<file path="src/rtl/core/assert_macros.svh">
// ----------------------------------------------------------------------------
// Assertion macros
// Shared concurrent assertion helpers; define ASSERT_OFF to compile them out.
// ----------------------------------------------------------------------------
`ifndef ASSERT_MACROS_SVH
`define ASSERT_MACROS_SVH
`ifndef ASSERT_OFF
// same-cycle implication
`define ASSERT_IMPLY(label, clk, rst, ante, cons) \
   label: assert property (@(posedge clk) disable iff (rst) (ante) |-> (cons)) \
      else $error("same-cycle implication failed");
// next-cycle implication
`define ASSERT_NEXT(label, clk, rst, ante, cons) \
   label: assert property (@(posedge clk) disable iff (rst) (ante) |=> (cons)) \
      else $error("next-cycle implication failed");
`else
`define ASSERT_IMPLY(label, clk, rst, ante, cons)
`define ASSERT_NEXT(label, clk, rst, ante, cons)
`endif
`endif

</file>
<file path="src/rtl/core/mham_pkg.sv">
// ----------------------------------------------------------------------------
// mham_pkg
// Shared types, codes and constants of the motor health alarm monitor.
// ----------------------------------------------------------------------------
package mham_pkg;

   localparam int SAMPLE_BITS_DEF = 12;
   localparam int TIME_BITS_DEF   = 32;

   localparam int PCT_W       = 7;
   localparam int CSR_INDEX_W = 3;
   localparam int CSR_DATA_W  = 20;
   localparam int HOLD_W      = 20;
   localparam int INTERVAL_W  = 16;
   localparam int RSP_W       = 48;   // result fields padded to whole bytes
   localparam int QUEUE_DEPTH = 2;

   localparam logic [PCT_W-1:0] PCT_FULL = 7'd100;

   // floor(s/3) == (s*171)>>9 for every sum of three percents
   localparam int SUM_W       = 9;
   localparam int THIRD_W     = 18;
   localparam logic [SUM_W-1:0] THIRD_MUL = 9'd171;
   localparam int THIRD_SHIFT = 9;

   // register indexes
   localparam logic [CSR_INDEX_W-1:0] REG_WARN_LEVEL   = 3'd0;
   localparam logic [CSR_INDEX_W-1:0] REG_FAULT_LEVEL  = 3'd1;
   localparam logic [CSR_INDEX_W-1:0] REG_ACK_HOLD     = 3'd2;
   localparam logic [CSR_INDEX_W-1:0] REG_WARN_BLINK   = 3'd3;
   localparam logic [CSR_INDEX_W-1:0] REG_FAULT_BLINK  = 3'd4;
   localparam logic [CSR_INDEX_W-1:0] REG_WARN_REPORT  = 3'd5;
   localparam logic [CSR_INDEX_W-1:0] REG_FAULT_REPORT = 3'd6;

   // register reset values
   localparam logic [PCT_W-1:0]      RST_WARN_LEVEL   = 7'd70;
   localparam logic [PCT_W-1:0]      RST_FAULT_LEVEL  = 7'd84;
   localparam logic [HOLD_W-1:0]     RST_ACK_HOLD     = 20'd30000;
   localparam logic [INTERVAL_W-1:0] RST_WARN_BLINK   = 16'd500;
   localparam logic [INTERVAL_W-1:0] RST_FAULT_BLINK  = 16'd200;
   localparam logic [INTERVAL_W-1:0] RST_WARN_REPORT  = 16'd4000;
   localparam logic [INTERVAL_W-1:0] RST_FAULT_REPORT = 16'd2000;

   // alarm modes
   localparam logic [1:0] MODE_NORMAL = 2'd0;
   localparam logic [1:0] MODE_WARN   = 2'd1;
   localparam logic [1:0] MODE_ACK    = 2'd2;
   localparam logic [1:0] MODE_FAULT  = 2'd3;

   // buzzer tones
   localparam logic [1:0] TONE_SILENT = 2'd0;
   localparam logic [1:0] TONE_WARN   = 2'd1;
   localparam logic [1:0] TONE_FAULT1 = 2'd2;
   localparam logic [1:0] TONE_FAULTN = 2'd3;

   typedef struct packed {
      logic [INTERVAL_W-1:0] fault_report;
      logic [INTERVAL_W-1:0] warn_report;
      logic [INTERVAL_W-1:0] fault_blink;
      logic [INTERVAL_W-1:0] warn_blink;
      logic [HOLD_W-1:0]     ack_hold;
      logic [PCT_W-1:0]      fault_level;
      logic [PCT_W-1:0]      warn_level;
   } cfg_type;

   // classified tick, front to back
   typedef struct packed {
      logic [2:0]       warn_flags;
      logic [2:0]       fault_flags;
      logic [PCT_W-1:0] health_pct;
      logic [PCT_W-1:0] curr_pct;
      logic [PCT_W-1:0] vib_pct;
      logic [PCT_W-1:0] temp_pct;
      logic             ack_pressed;
   } class_type;

   // result item, lowest field last
   typedef struct packed {
      logic [2:0]       warn_flags;
      logic [2:0]       fault_flags;
      logic [PCT_W-1:0] health_pct;
      logic [PCT_W-1:0] curr_pct;
      logic [PCT_W-1:0] vib_pct;
      logic [PCT_W-1:0] temp_pct;
      logic             report_due;
      logic [1:0]       tone_select;
      logic             amber_lamp;
      logic             blue_lamp;
      logic             red_lamp;
      logic [1:0]       alarm_mode;
   } rsp_type;

endpackage

</file>
<file path="src/rtl/core/mham_front.sv">
// ----------------------------------------------------------------------------
// mham_front
// Scales samples to percent, then classifies them against the levels.
// ----------------------------------------------------------------------------
module mham_front #(
   parameter int SAMPLE_BITS = mham_pkg::SAMPLE_BITS_DEF,
   parameter int TIME_BITS   = mham_pkg::TIME_BITS_DEF
) (
   input  logic                   clock,
   input  logic                   reset,
   input  mham_pkg::cfg_type      cfg,
   input  logic                   in_valid,
   output logic                   in_ready,
   input  logic [SAMPLE_BITS-1:0] temp_raw,
   input  logic [SAMPLE_BITS-1:0] vib_raw,
   input  logic [SAMPLE_BITS-1:0] curr_raw,
   input  logic                   ack_pressed,
   input  logic [TIME_BITS-1:0]   now_ms,
   input  logic                   queue_full,
   output logic                   push,
   output mham_pkg::class_type    push_class,
   output logic [TIME_BITS-1:0]   push_now
);
   import mham_pkg::*;

   localparam int PROD_W = SAMPLE_BITS + PCT_W;
   localparam logic [SAMPLE_BITS:0] FULL_SCALE = (SAMPLE_BITS+1)'((1 << SAMPLE_BITS) - 1);

   logic [SAMPLE_BITS-1:0] raw [3];
   logic [PROD_W-1:0]      prod [3];
   logic [PCT_W-1:0]       quot [3];
   logic [SAMPLE_BITS:0]   rem [3];
   logic [PCT_W-1:0]       pct [3];

   logic                   s1_valid_ff, s1_valid_in;
   logic [PCT_W-1:0]       s1_pct_ff [3];
   logic                   s1_ack_ff;
   logic [TIME_BITS-1:0]   s1_now_ff;

   logic [2:0]             fault_flags, warn_flags;
   logic [SUM_W-1:0]       pct_sum;
   logic [THIRD_W-1:0]     third_prod;
   logic                   take;

   assign raw[0] = temp_raw;
   assign raw[1] = vib_raw;
   assign raw[2] = curr_raw;

   // x/(2^N-1): quotient guess x>>N, remainder stays below twice the divisor
   always_comb begin
      for (int i = 0; i < 3; i++) begin
         prod[i] = PROD_W'(raw[i]) * PROD_W'(PCT_FULL);
         quot[i] = prod[i][PROD_W-1:SAMPLE_BITS];
         rem[i]  = (SAMPLE_BITS+1)'(prod[i][SAMPLE_BITS-1:0]) + (SAMPLE_BITS+1)'(quot[i]);
         pct[i]  = quot[i] + PCT_W'(rem[i] >= FULL_SCALE);
      end
   end

   assign push        = s1_valid_ff && !queue_full;
   assign in_ready    = !s1_valid_ff || !queue_full;
   assign take        = in_valid && in_ready;
   assign s1_valid_in = take ? 1'b1 : (push ? 1'b0 : s1_valid_ff);

   always_ff @(posedge clock) begin
      if (reset) begin
         s1_valid_ff <= 1'b0;
      end else begin
         s1_valid_ff <= s1_valid_in;
      end
   end

   always_ff @(posedge clock) begin
      if (take) begin
         s1_pct_ff <= pct;
         s1_ack_ff <= ack_pressed;
         s1_now_ff <= now_ms;
      end
   end

   // classification
   always_comb begin
      for (int i = 0; i < 3; i++) begin
         fault_flags[i] = s1_pct_ff[i] >= cfg.fault_level;
         warn_flags[i]  = !fault_flags[i] && (s1_pct_ff[i] >= cfg.warn_level);
      end
   end

   assign pct_sum    = SUM_W'(s1_pct_ff[0]) + SUM_W'(s1_pct_ff[1]) + SUM_W'(s1_pct_ff[2]);
   assign third_prod = THIRD_W'(pct_sum) * THIRD_W'(THIRD_MUL);

   assign push_class.warn_flags  = warn_flags;
   assign push_class.fault_flags = fault_flags;
   assign push_class.health_pct  = PCT_FULL - third_prod[THIRD_SHIFT +: PCT_W];
   assign push_class.temp_pct    = s1_pct_ff[0];
   assign push_class.vib_pct     = s1_pct_ff[1];
   assign push_class.curr_pct    = s1_pct_ff[2];
   assign push_class.ack_pressed = s1_ack_ff;
   assign push_now               = s1_now_ff;

endmodule

</file>
<file path="src/rtl/core/mham_queue.sv">
// ----------------------------------------------------------------------------
// mham_queue
// Small FIFO of classified ticks between front and back.
// ----------------------------------------------------------------------------
module mham_queue #(
   parameter int TIME_BITS = mham_pkg::TIME_BITS_DEF
) (
   input  logic                 clock,
   input  logic                 reset,
   input  logic                 push,
   input  mham_pkg::class_type  push_class,
   input  logic [TIME_BITS-1:0] push_now,
   output logic                 full,
   input  logic                 pop,
   output logic                 head_valid,
   output mham_pkg::class_type  head_class,
   output logic [TIME_BITS-1:0] head_now
);
   import mham_pkg::*;

   localparam int PTR_W = (QUEUE_DEPTH > 1) ? $clog2(QUEUE_DEPTH) : 1;
   localparam int CNT_W = $clog2(QUEUE_DEPTH + 1);
   localparam logic [PTR_W-1:0] LAST_PTR = PTR_W'(QUEUE_DEPTH - 1);
   localparam logic [CNT_W-1:0] DEPTH_CNT = CNT_W'(QUEUE_DEPTH);

   class_type            class_mem [QUEUE_DEPTH];
   logic [TIME_BITS-1:0] now_mem [QUEUE_DEPTH];
   logic [PTR_W-1:0]     wr_ptr_ff, wr_ptr_in, rd_ptr_ff, rd_ptr_in;
   logic [CNT_W-1:0]     count_ff, count_in;

   assign full       = count_ff == DEPTH_CNT;
   assign head_valid = count_ff != '0;
   assign head_class = class_mem[rd_ptr_ff];
   assign head_now   = now_mem[rd_ptr_ff];

   always_comb begin
      wr_ptr_in = wr_ptr_ff;
      rd_ptr_in = rd_ptr_ff;
      count_in  = count_ff;
      if (push) begin
         wr_ptr_in = (wr_ptr_ff == LAST_PTR) ? '0 : wr_ptr_ff + 1'b1;
      end
      if (pop) begin
         rd_ptr_in = (rd_ptr_ff == LAST_PTR) ? '0 : rd_ptr_ff + 1'b1;
      end
      if (push && !pop) begin
         count_in = count_ff + 1'b1;
      end else if (pop && !push) begin
         count_in = count_ff - 1'b1;
      end
   end

   always_ff @(posedge clock) begin
      if (reset) begin
         wr_ptr_ff <= '0;
         rd_ptr_ff <= '0;
         count_ff  <= '0;
      end else begin
         wr_ptr_ff <= wr_ptr_in;
         rd_ptr_ff <= rd_ptr_in;
         count_ff  <= count_in;
      end
   end

   always_ff @(posedge clock) begin
      if (push) begin
         class_mem[wr_ptr_ff] <= push_class;
         now_mem[wr_ptr_ff]   <= push_now;
      end
   end

endmodule

</file>
<file path="src/rtl/core/mham_back.sv">
// ----------------------------------------------------------------------------
// mham_back
// Alarm mode machine, lamp and tone timers, report pacing, result register.
// ----------------------------------------------------------------------------
`include "assert_macros.svh"

module mham_back #(
   parameter int TIME_BITS = mham_pkg::TIME_BITS_DEF
) (
   input  logic                 clock,
   input  logic                 reset,
   input  mham_pkg::cfg_type    cfg,
   input  logic                 head_valid,
   input  mham_pkg::class_type  head_class,
   input  logic [TIME_BITS-1:0] head_now,
   output logic                 pop,
   output logic                 out_valid,
   input  logic                 out_ready,
   output mham_pkg::rsp_type    out_rsp
);
   import mham_pkg::*;

   localparam int CMP_W = (TIME_BITS > HOLD_W) ? TIME_BITS : HOLD_W;

   function automatic logic [CMP_W-1:0] since(input logic [TIME_BITS-1:0] now_t,
                                              input logic [TIME_BITS-1:0] then_t);
      logic [TIME_BITS-1:0] diff;
      diff  = now_t - then_t;
      since = CMP_W'(diff);
   endfunction

   logic [1:0]           mode_ff, mode_in;
   logic                 latch_ff, latch_in;
   logic [TIME_BITS-1:0] ack_start_ff, ack_start_in;
   logic [TIME_BITS-1:0] toggle_ff, toggle_in;
   logic [TIME_BITS-1:0] report_ff, report_in;
   logic                 phase_ff, phase_in;
   logic                 red_ff, red_in;
   logic                 amber_ff, amber_in;
   logic [1:0]           tone_ff, tone_in;
   logic                 rsp_valid_ff, rsp_valid_in;
   rsp_type              rsp_ff;

   logic                 advance, rise, any_fault, multi_fault, blue, report;
   logic [1:0]           mode_a;
   logic                 amber_a;
   logic [1:0]           tone_a;
   logic [CMP_W-1:0]     blink_lim, report_lim;
   logic                 hold_done, blink_due, report_hit;

   assign advance = head_valid && (!rsp_valid_ff || out_ready);
   assign pop     = advance;

   assign any_fault   = head_class.fault_flags != 3'b000;
   assign multi_fault = $countones(head_class.fault_flags) >= 2;

   // acknowledge on a new press while in warning
   assign rise         = head_class.ack_pressed && !latch_ff;
   assign latch_in     = head_class.ack_pressed;
   assign mode_a       = (rise && mode_ff == MODE_WARN) ? MODE_ACK : mode_ff;
   assign ack_start_in = (rise && mode_ff == MODE_WARN) ? head_now : ack_start_ff;
   assign amber_a      = (rise && mode_ff == MODE_WARN) ? 1'b0 : amber_ff;
   assign tone_a       = (rise && mode_ff == MODE_WARN) ? TONE_SILENT : tone_ff;

   assign hold_done = since(head_now, ack_start_in) >= CMP_W'(cfg.ack_hold);

   always_comb begin
      if (any_fault) begin
         mode_in = MODE_FAULT;
      end else if (head_class.warn_flags != 3'b000) begin
         if (mode_a == MODE_ACK) begin
            mode_in = hold_done ? MODE_WARN : MODE_ACK;
         end else begin
            mode_in = MODE_WARN;
         end
      end else begin
         mode_in = MODE_NORMAL;
      end
   end

   assign blink_lim  = (mode_in == MODE_FAULT) ? CMP_W'(cfg.fault_blink) : CMP_W'(cfg.warn_blink);
   assign report_lim = (mode_in == MODE_FAULT) ? CMP_W'(cfg.fault_report)
                                               : CMP_W'(cfg.warn_report);
   assign blink_due  = since(head_now, toggle_ff) >= blink_lim;
   assign report_hit = since(head_now, report_ff) >= report_lim;

   always_comb begin
      toggle_in = toggle_ff;
      report_in = report_ff;
      phase_in  = phase_ff;
      red_in    = 1'b0;
      amber_in  = 1'b0;
      tone_in   = TONE_SILENT;
      blue      = 1'b0;
      report    = 1'b0;
      case (mode_in)
         MODE_WARN: begin
            amber_in = amber_a;
            tone_in  = tone_a;
            if (blink_due) begin
               toggle_in = head_now;
               phase_in  = !phase_ff;
               amber_in  = !phase_ff;
               tone_in   = phase_ff ? TONE_SILENT : TONE_WARN;
            end
            if (report_hit) begin
               report_in = head_now;
               report    = 1'b1;
            end
         end
         MODE_FAULT: begin
            blue    = multi_fault;
            tone_in = multi_fault ? TONE_FAULTN : TONE_FAULT1;
            red_in  = red_ff;
            if (blink_due) begin
               toggle_in = head_now;
               red_in    = !red_ff;
            end
            if (report_hit) begin
               report_in = head_now;
               report    = 1'b1;
            end
         end
         default: begin
            red_in   = 1'b0;
            amber_in = 1'b0;
            tone_in  = TONE_SILENT;
         end
      endcase
   end

   assign rsp_valid_in = advance ? 1'b1 : (out_ready ? 1'b0 : rsp_valid_ff);

   always_ff @(posedge clock) begin
      if (reset) begin
         mode_ff      <= MODE_NORMAL;
         latch_ff     <= 1'b0;
         ack_start_ff <= '0;
         toggle_ff    <= '0;
         report_ff    <= '0;
         phase_ff     <= 1'b0;
         red_ff       <= 1'b0;
         amber_ff     <= 1'b0;
         tone_ff      <= TONE_SILENT;
         rsp_valid_ff <= 1'b0;
      end else begin
         rsp_valid_ff <= rsp_valid_in;
         if (advance) begin
            mode_ff      <= mode_in;
            latch_ff     <= latch_in;
            ack_start_ff <= ack_start_in;
            toggle_ff    <= toggle_in;
            report_ff    <= report_in;
            phase_ff     <= phase_in;
            red_ff       <= red_in;
            amber_ff     <= amber_in;
            tone_ff      <= tone_in;
         end
      end
   end

   always_ff @(posedge clock) begin
      if (advance) begin
         rsp_ff.warn_flags  <= head_class.warn_flags;
         rsp_ff.fault_flags <= head_class.fault_flags;
         rsp_ff.health_pct  <= head_class.health_pct;
         rsp_ff.curr_pct    <= head_class.curr_pct;
         rsp_ff.vib_pct     <= head_class.vib_pct;
         rsp_ff.temp_pct    <= head_class.temp_pct;
         rsp_ff.report_due  <= report;
         rsp_ff.tone_select <= tone_in;
         rsp_ff.amber_lamp  <= amber_in;
         rsp_ff.blue_lamp   <= blue;
         rsp_ff.red_lamp    <= red_in;
         rsp_ff.alarm_mode  <= mode_in;
      end
   end

   assign out_valid = rsp_valid_ff;
   assign out_rsp   = rsp_ff;

   `ASSERT_IMPLY(a_blue_only_fault, clock, reset, rsp_valid_ff && rsp_ff.blue_lamp, rsp_ff.alarm_mode == MODE_FAULT)
   `ASSERT_IMPLY(a_amber_only_warn, clock, reset, rsp_valid_ff && rsp_ff.amber_lamp, rsp_ff.alarm_mode == MODE_WARN)
   `ASSERT_IMPLY(a_ack_is_quiet, clock, reset, rsp_valid_ff && rsp_ff.alarm_mode == MODE_ACK, rsp_ff.tone_select == TONE_SILENT && !rsp_ff.report_due && !rsp_ff.red_lamp)
   `ASSERT_NEXT(a_mode_holds_idle, clock, reset, !advance, $stable(mode_ff))

endmodule

</file>
<file path="src/rtl/core/motor_health_alarm_monitor.sv">
// ----------------------------------------------------------------------------
// motor_health_alarm_monitor
// Scales three sensor samples, flags warnings and faults, runs the alarm.
// ----------------------------------------------------------------------------
// One monitor tick per req_ transfer, one status result per rsp_ transfer, in
// order. The block sustains one tick per clock while rsp_tready stays high:
// a tick is scaled in the front stage, classified on its way into a two-entry
// queue and handled by the alarm machine in the cycle it leaves the queue, so
// its result goes into the result register that drives rsp_. Every tick depends
// on the alarm state left by the one before; the back part's update sets the rate.
// The queue and the result register let the request side keep streaming while
// a result waits on rsp_tready. Thresholds and intervals are written through
// csr_, which is always ready; write them only while no tick is in flight.
// All timer checks use wrapping differences of the now_ms timestamps.
// ----------------------------------------------------------------------------
module motor_health_alarm_monitor #(
   parameter int SAMPLE_BITS = mham_pkg::SAMPLE_BITS_DEF,
   parameter int TIME_BITS   = mham_pkg::TIME_BITS_DEF,
   parameter int REQ_W       = ((3 * SAMPLE_BITS + 1 + TIME_BITS + 7) / 8) * 8
) (
   input  logic                             clock,
   input  logic                             reset,
   // tick input
   input  logic                             req_tvalid,
   output logic                             req_tready,
   // temp_raw, vib_raw, curr_raw, ack_pressed, now_ms, zero pad (from bit 0 up)
   input  logic [REQ_W-1:0]                 req_tdata,
   // status result
   output logic                             rsp_tvalid,
   input  logic                             rsp_tready,
   // alarm_mode, red_lamp, blue_lamp, amber_lamp, tone_select, report_due,
   // temp_pct, vib_pct, curr_pct, health_pct, fault_flags, warn_flags, zero pad
   output logic [mham_pkg::RSP_W-1:0]       rsp_tdata,
   // register writes
   input  logic                             csr_valid,
   output logic                             csr_ready,
   input  logic [mham_pkg::CSR_INDEX_W-1:0] csr_index,
   input  logic [mham_pkg::CSR_DATA_W-1:0]  csr_data
);
   import mham_pkg::*;

   // request field offsets
   localparam int TEMP_LO = 0;
   localparam int VIB_LO  = SAMPLE_BITS;
   localparam int CURR_LO = 2 * SAMPLE_BITS;
   localparam int ACK_LO  = 3 * SAMPLE_BITS;
   localparam int NOW_LO  = 3 * SAMPLE_BITS + 1;

   cfg_type              cfg_ff;
   logic                 push, queue_full, pop, head_valid;
   class_type            push_class, head_class;
   logic [TIME_BITS-1:0] push_now, head_now;
   rsp_type              rsp;

   // configuration registers
   assign csr_ready = 1'b1;

   always_ff @(posedge clock) begin
      if (reset) begin
         cfg_ff.warn_level   <= RST_WARN_LEVEL;
         cfg_ff.fault_level  <= RST_FAULT_LEVEL;
         cfg_ff.ack_hold     <= RST_ACK_HOLD;
         cfg_ff.warn_blink   <= RST_WARN_BLINK;
         cfg_ff.fault_blink  <= RST_FAULT_BLINK;
         cfg_ff.warn_report  <= RST_WARN_REPORT;
         cfg_ff.fault_report <= RST_FAULT_REPORT;
      end else if (csr_valid && csr_ready) begin
         case (csr_index)
            REG_WARN_LEVEL:   cfg_ff.warn_level   <= csr_data[PCT_W-1:0];
            REG_FAULT_LEVEL:  cfg_ff.fault_level  <= csr_data[PCT_W-1:0];
            REG_ACK_HOLD:     cfg_ff.ack_hold     <= csr_data[HOLD_W-1:0];
            REG_WARN_BLINK:   cfg_ff.warn_blink   <= csr_data[INTERVAL_W-1:0];
            REG_FAULT_BLINK:  cfg_ff.fault_blink  <= csr_data[INTERVAL_W-1:0];
            REG_WARN_REPORT:  cfg_ff.warn_report  <= csr_data[INTERVAL_W-1:0];
            REG_FAULT_REPORT: cfg_ff.fault_report <= csr_data[INTERVAL_W-1:0];
            default: ;   // unused index, write dropped
         endcase
      end
   end

   // front: scale and classify
   mham_front #(
      .SAMPLE_BITS (SAMPLE_BITS),
      .TIME_BITS   (TIME_BITS)
   ) u_front (
      .clock       (clock),
      .reset       (reset),
      .cfg         (cfg_ff),
      .in_valid    (req_tvalid),
      .in_ready    (req_tready),
      .temp_raw    (req_tdata[TEMP_LO +: SAMPLE_BITS]),
      .vib_raw     (req_tdata[VIB_LO +: SAMPLE_BITS]),
      .curr_raw    (req_tdata[CURR_LO +: SAMPLE_BITS]),
      .ack_pressed (req_tdata[ACK_LO]),
      .now_ms      (req_tdata[NOW_LO +: TIME_BITS]),
      .queue_full  (queue_full),
      .push        (push),
      .push_class  (push_class),
      .push_now    (push_now)
   );

   // decoupling queue
   mham_queue #(
      .TIME_BITS (TIME_BITS)
   ) u_queue (
      .clock      (clock),
      .reset      (reset),
      .push       (push),
      .push_class (push_class),
      .push_now   (push_now),
      .full       (queue_full),
      .pop        (pop),
      .head_valid (head_valid),
      .head_class (head_class),
      .head_now   (head_now)
   );

   // back: alarm machine and result register
   mham_back #(
      .TIME_BITS (TIME_BITS)
   ) u_back (
      .clock      (clock),
      .reset      (reset),
      .cfg        (cfg_ff),
      .head_valid (head_valid),
      .head_class (head_class),
      .head_now   (head_now),
      .pop        (pop),
      .out_valid  (rsp_tvalid),
      .out_ready  (rsp_tready),
      .out_rsp    (rsp)
   );

   assign rsp_tdata = RSP_W'(rsp);

endmodule

</file>
<file path="config.mk">
export PLATFORM = sky130hd
export DESIGN_NAME = motor_health_alarm_monitor
export DESIGN_NICKNAME = d
export VERILOG_FILES = /design/src/rtl/core/mham_pkg.sv /design/src/rtl/core/mham_front.sv /design/src/rtl/core/mham_queue.sv /design/src/rtl/core/mham_back.sv /design/src/rtl/core/motor_health_alarm_monitor.sv
export VERILOG_INCLUDE_DIRS = /design/src /design/src/rtl/core
export SDC_FILE = /design/constraint.sdc
export NUM_CORES = 1
export LEC_CHECK = 0
export ABC_AREA = 1
export BUFFER_PORTS_ARGS = -buffer_cell sky130_fd_sc_hd__buf_4
export CAP_MARGIN = 30
export CORE_MARGIN = 2
export CORE_UTILIZATION = 60
export CTS_CLUSTER_SIZE = 8
export DETAILED_ROUTE_END_ITERATION = 6
export HOLD_SLACK_MARGIN = 0.03
export PLACE_DENSITY = 0.78
export SYNTH_ARGS = -nofsm -noshare
export SYNTH_HDL_FRONTEND = slang
export SYNTH_SLANG_ARGS = --single-unit
</file>
<file path="constraint.sdc">
create_clock -name clock -period 8.26 [get_ports clock]
set_input_delay 0.826 -clock clock [delete_from_list [all_inputs] [get_ports clock]]
set_output_delay 0.826 -clock clock [all_outputs]
set_load 0.02 [all_outputs]
</file>
* Word-level counts from Yosys, hierarchy flattened
Memory sizes are Yosys's and may differ from the RTL's. A register that Yosys moved wholly into a read port is not among the register bits. Index checks and enable logic that the tools add are counted.
Storage, ports and cells: output and inout port bits 51, memories kept 2, bits in registers 304, input port bits 100, logic and storage cells 160, RAM bits 134
Operators by class: multipliers 4, magnitude comparators 13, add/subtract/negate cells 18, reduce and logical (&&, ||, !) cells 41, equality and inequality tests 11, multiplexer cells 33
Memory list:
- u_queue.class_mem | words 2, bits a word 35, read ports 1, clocked after memory_dff 1, wr ports 1, RTL line mham_queue.sv:26 | class_type class_mem [QUEUE_DEPTH];
- u_queue.now_mem | words 2, bits a word 32, read ports 1, clocked after memory_dff 1, wr ports 1, RTL line mham_queue.sv:27 | logic [TIME_BITS-1:0] now_mem [QUEUE_DEPTH];
Operators by type and width (count):
- subtractor 32 bit | 3
- greater-or-equal comparator 32 bit | 2
- multiplier 12 x 5 -> 17 bit (second input constant) | 3
- greater-or-equal comparator 7 bit | 6
- adder 12 x 7 -> 13 bit | 3
- greater-or-equal comparator 13 x 12 -> 1 bit (second input constant) | 3
- adder 32 x 1 -> 32 bit | 1
- greater-or-equal comparator 32 x 20 -> 1 bit | 1
- greater-or-equal comparator 32 x 3 -> 1 bit (second input constant) | 1
- 2-to-1 mux 16 bit | 2
- 2-to-1 mux 32 bit | 1
- adder 7 x 1 -> 7 bit | 3
- 2-to-1 mux 1 bit | 20
- 2-to-1 mux 2 bit | 9
- multiplier 9 x 8 -> 16 bit (second input constant) | 1
- AND reduction 2 bit | 7
- zero test 1 bit | 11
- logical AND 1 bit | 10
- adder 9 x 7 -> 9 bit | 1
- == test 3 bit (second input constant) | 3
- AND reduction 3 bit | 3
- adder 7 x 7 -> 8 bit | 1
- nonzero test 2 bit | 4
- subtractor 7 bit (first input constant) | 1
- 13 further kinds | 20

* Depth between registers and ports, before layout
depth after elaboration 15, gate-level depth with buffers 38, gate-level depth less buffers 35

* Cells and area by module
Synthesis repeated with hierarchy kept, for this count alone.
Second synthesis, totals: cell total of the unflattened synthesis 4009, area, all modules 32072.0 sq um
Modules (own cells, without submodules):
- mham_back | seq. area each 3363.2 sq um, cells each 2209, instances 1, area each 14131.1 sq um
- mham_front | seq. area each 1641.6 sq um, cells each 1017, instances 1, area each 8891.0 sq um
- mham_queue | seq. area each 4124.0 sq um, cells each 241, instances 1, area each 5173.7 sq um
- motor_health_alarm_monitor | seq. area each 1961.9 sq um, cells each 542, instances 1, area each 3876.2 sq um

* Least setup slack after synthesis
OpenSTA, ideal clock, no wires.
path type register to register, from register u_front.s1_pct_ff (netlist bit u_front.push_class[1]), to memory u_queue.class_mem[0][28] (netlist bit) (data pin), data arrival time 5.581 ns, cell stages (with the launch flop) 31, path slack 2.414 ns, setup time 0.264 ns, path buffers 0, required time 7.996 ns, clock period less this slack 5.846 ns, path through edfxtp_1 > ha_1 > fa_1 > xor2_1 > ha_1 > a21oi_1 > nand2_1 > a21oi_1 > o21bai_1 > a21o_1 > a21oi_1 > xor2_1 > inv_1 > ha_1 > fa_1 > inv_1 > fa_1 > inv_1 > ha_1 > a21oi_1 > o21a_1 > nand2_1 > nand2_1 > nand2_1 > nand2_1 > nand2_1 > a21oi_1 > o21bai_1 > xor2_1 > nand2_1 > xnor2_1
RTL lines:
- from (decl) | RTL line mham_front.sv:36 | logic [PCT_W-1:0] s1_pct_ff [3];
- from (signal assigned) | RTL line mham_front.sv:74 | s1_pct_ff <= pct;
- to (decl) | RTL line mham_queue.sv:26

==> metrics.csv <==
metric,value,unit
outcome,finished clean,
Synth cell types,57,
# hold bufs at CTS,0,
TritonCTS clock tree,done,
die area,55600,µm²
crit-path max cell delay,0.55,ns
FF+latch area,11100,µm²
row count,84,
critical path startpoint category,register,
Slew @ Worst Pin,0.980,ns
final setup margin,1.63,ns
number of setup violations in the final report,0,
ant diodes,0,
Max-slew headroom,34.7,%
Mapped Cells,4259,
vias in the first global route,26000,
CP Data Required Time,8.60,ns
Post CTS Setup Buffer Count,0,
final hold violation count,0,
part of the Yosys area used for sequential elements,34.4,%
Max Transition Viols Final,0,
Layout Utilization,67.5,%
Synth-to-Final Area Change,10.6,%
syn_area_per_cell,7.57,µm²
Wirelength per Cell,16.2,µm
CTS root buffer,clkbuf_16,
synthesis-stage register bit count,439,
Filler Cells Inserted,4464,
die width,236,µm
hold path cells,1,
final worst path period need,6.63,ns
worst setup path class,register to register,
worst slack at placement,1.67,ns
htree depth,2,
met1 global-route usage,37.8,%
Max Cap Viol,0,
largest net degree at the start of global routing,144,
PostCTS Resize Cnt,0,
RSZ-0062 raised after global routing,false,
"Top FF cell, synth",edfxtp_1,
Clock Latency Late Sink,0.63,ns
antenna-violating nets left,0,
fraction of registers with async set or reset after synthesis,0,%
worst path arrival time,6.98,ns
largest fanout on the critical path,4,
R2R cell count,30,
initial antenna violation count,1,
CTS sink cnt,439,
GRT Util Overall,29.6,%
Crit. End Element,register,
final setup TNS,0,ns
share of post-route cells with drive strength above 1,8.23,%
CP dominant cell by count,nand2_1,
DP HPWL,63200,µm
total wire length,83200,µm
CTS Buf Count,61,
area of the multi-input gates,17900,µm²
met2 usage,51.2,%
IO Port Bufs,140,
drt pass-1 iters,5,
Vias per Instance,5.42,
clock buffer depth,3,
Fmax,151,MHz
met3 Use GR,3.55,%
total congestion overflow,0,
Worst-path clk slew,0.06,ns
Post-synth EDFFs,230,
core area,52900,µm²
first-pass GRT wire length,133000,µm
Slowest cell on crit path,fa_1,
via count,27700,
skew final,0.0309,ns
most frequent cells in the layout,"nand2_1, inv_1, ha_1",
crit share post-route,80.3,%
worst hold path type,input port to register,
Top-Level Pins,151,
GPL Wtd Cong,0.967,
Die H,236,µm
NumNets Final,4924,
"commonest non-fill, non-tap cell in the layout",nand2_1,
initial core utilization,61.0,%
Ys Warns,0,
GRT busiest layer,met2,
"Cell Area, Synth",32300,µm²
DR DRC count,0,
DR iter-0 viols,2013,
-- path summary, 6_finish.rpt --
path	startpoint	endpoint	slack (ns)
max reg2reg	u_front.push_class[1]	u_queue.class_mem[0][28]	1.63
min reg2reg	u_front.push_now[27]	u_queue.now_mem[1][27]	0.44
max	u_front.push_class[1]	u_queue.class_mem[0][28]	1.63
min	req_tdata[66]	u_front.push_now[29]	0.39
-- state kept, by name (all words and copies together) (netlist names), 21 cells and up, named ones only --
register,flops
cfg_ff,98
u_queue.class_mem,70
u_queue.now_mem,64
u_back.out_rsp,42
u_back.ack_start_ff,32
u_back.report_ff,32
u_back.toggle_ff,32
u_front.push_now,32
u_front.push_class,21
-- critical path: cells and delay by family (launching register included) --
family | cells | cell delay, ns
and+or+nand+nor | 7 | 0.61
AOI/OAI and AO/OA | 9 | 1.37
DFF | 1 | 0.47
buffers and inverters | 3 | 0.30
adders and majority gates | 7 | 2.68
xor gates and xnor gates | 4 | 0.92
-- final cells by class --
class	instances	share of cell area, %
flip-flops and latches	439	31.1
clock inverters	2	0.109
well taps	688	2.41
multi-input cells	2978	50.2
clock buffers	104	4.87
repair buffers	165	3.51
inverters	746	7.85
-- synthesized netlist by cell type, types with 5 or more instances --
master / number / area [µm²]
nand2_1: 1111 / 4170
inv_1: 704 / 2640
ha_1: 391 / 4890
nor2_1: 349 / 1310
edfxtp_1: 230 / 6910
a21oi_1: 229 / 1150
o21ai_0: 217 / 1090
dfxtp_1: 209 / 4180
nand3_1: 151 / 756
nand4_1: 103 / 644
xor2_1: 98 / 858
clkbuf_1: 59 / 221
fa_1: 42 / 841
inv_2: 39 / 146
or2_2: 35 / 219
mux2i_1: 33 / 330
xnor2_1: 25 / 219
nand2_2: 21 / 131
nor3_1: 20 / 100
o21a_1: 20 / 150
o21bai_1: 17 / 128
o211ai_1: 16 / 120
buf_2: 13 / 65.1
buf_4: 11 / 82.6
nor2_2: 11 / 68.8
buf_6: 10 / 113
a21o_1: 8 / 60.1
a31oi_1: 8 / 50.1
buf_1: 8 / 30.0
and2_1: 7 / 43.8
nand3b_1: 7 / 52.6
nor3_2: 7 / 70.1
a211oi_1: 5 / 37.5
a21boi_0: 5 / 37.5
nand3_2: 5 / 50.1
-- cell families after synthesis --
| kind of cell | share of synthesized area [%] |
|---|---|
| flip-flops | 34.4 |
| other | 0.0233 |
| XOR/XNOR | 3.34 |
| AO/OA/AOI/OAI | 9.09 |
| AND/OR/NAND/NOR | 24.1 |
| buffers and inverters | 10.3 |
| adder cells (fa/ha/maj) | 17.8 |
| multiplexers | 1.02 |
-- per-layer routing --
| metal | share of wire [%] | up-vias |
|---|---|---|
| li1 | - | 14000 |
| met1 | 42 | 12700 |
| met2 | 48 | 833 |
| met3 | 5.7 | 178 |
| met4 | 4.1 | 0 |
| met5 | 0 | - |
-- metrics by stage --
step	hold slack, ns	std cells	instance area, µm²
CTS	0.368	5122	35700
global route	0.377	5122	35700
detailed placement	0.434	5016	33900
global placement	0.424	5015	33900
finish	0.390	5122	35700
floorplan	0.421	4264	32300
Power is left out: the tool's default activity adds up to more than one toggle a clock period on the data nets, which glitch-free logic cannot reach.
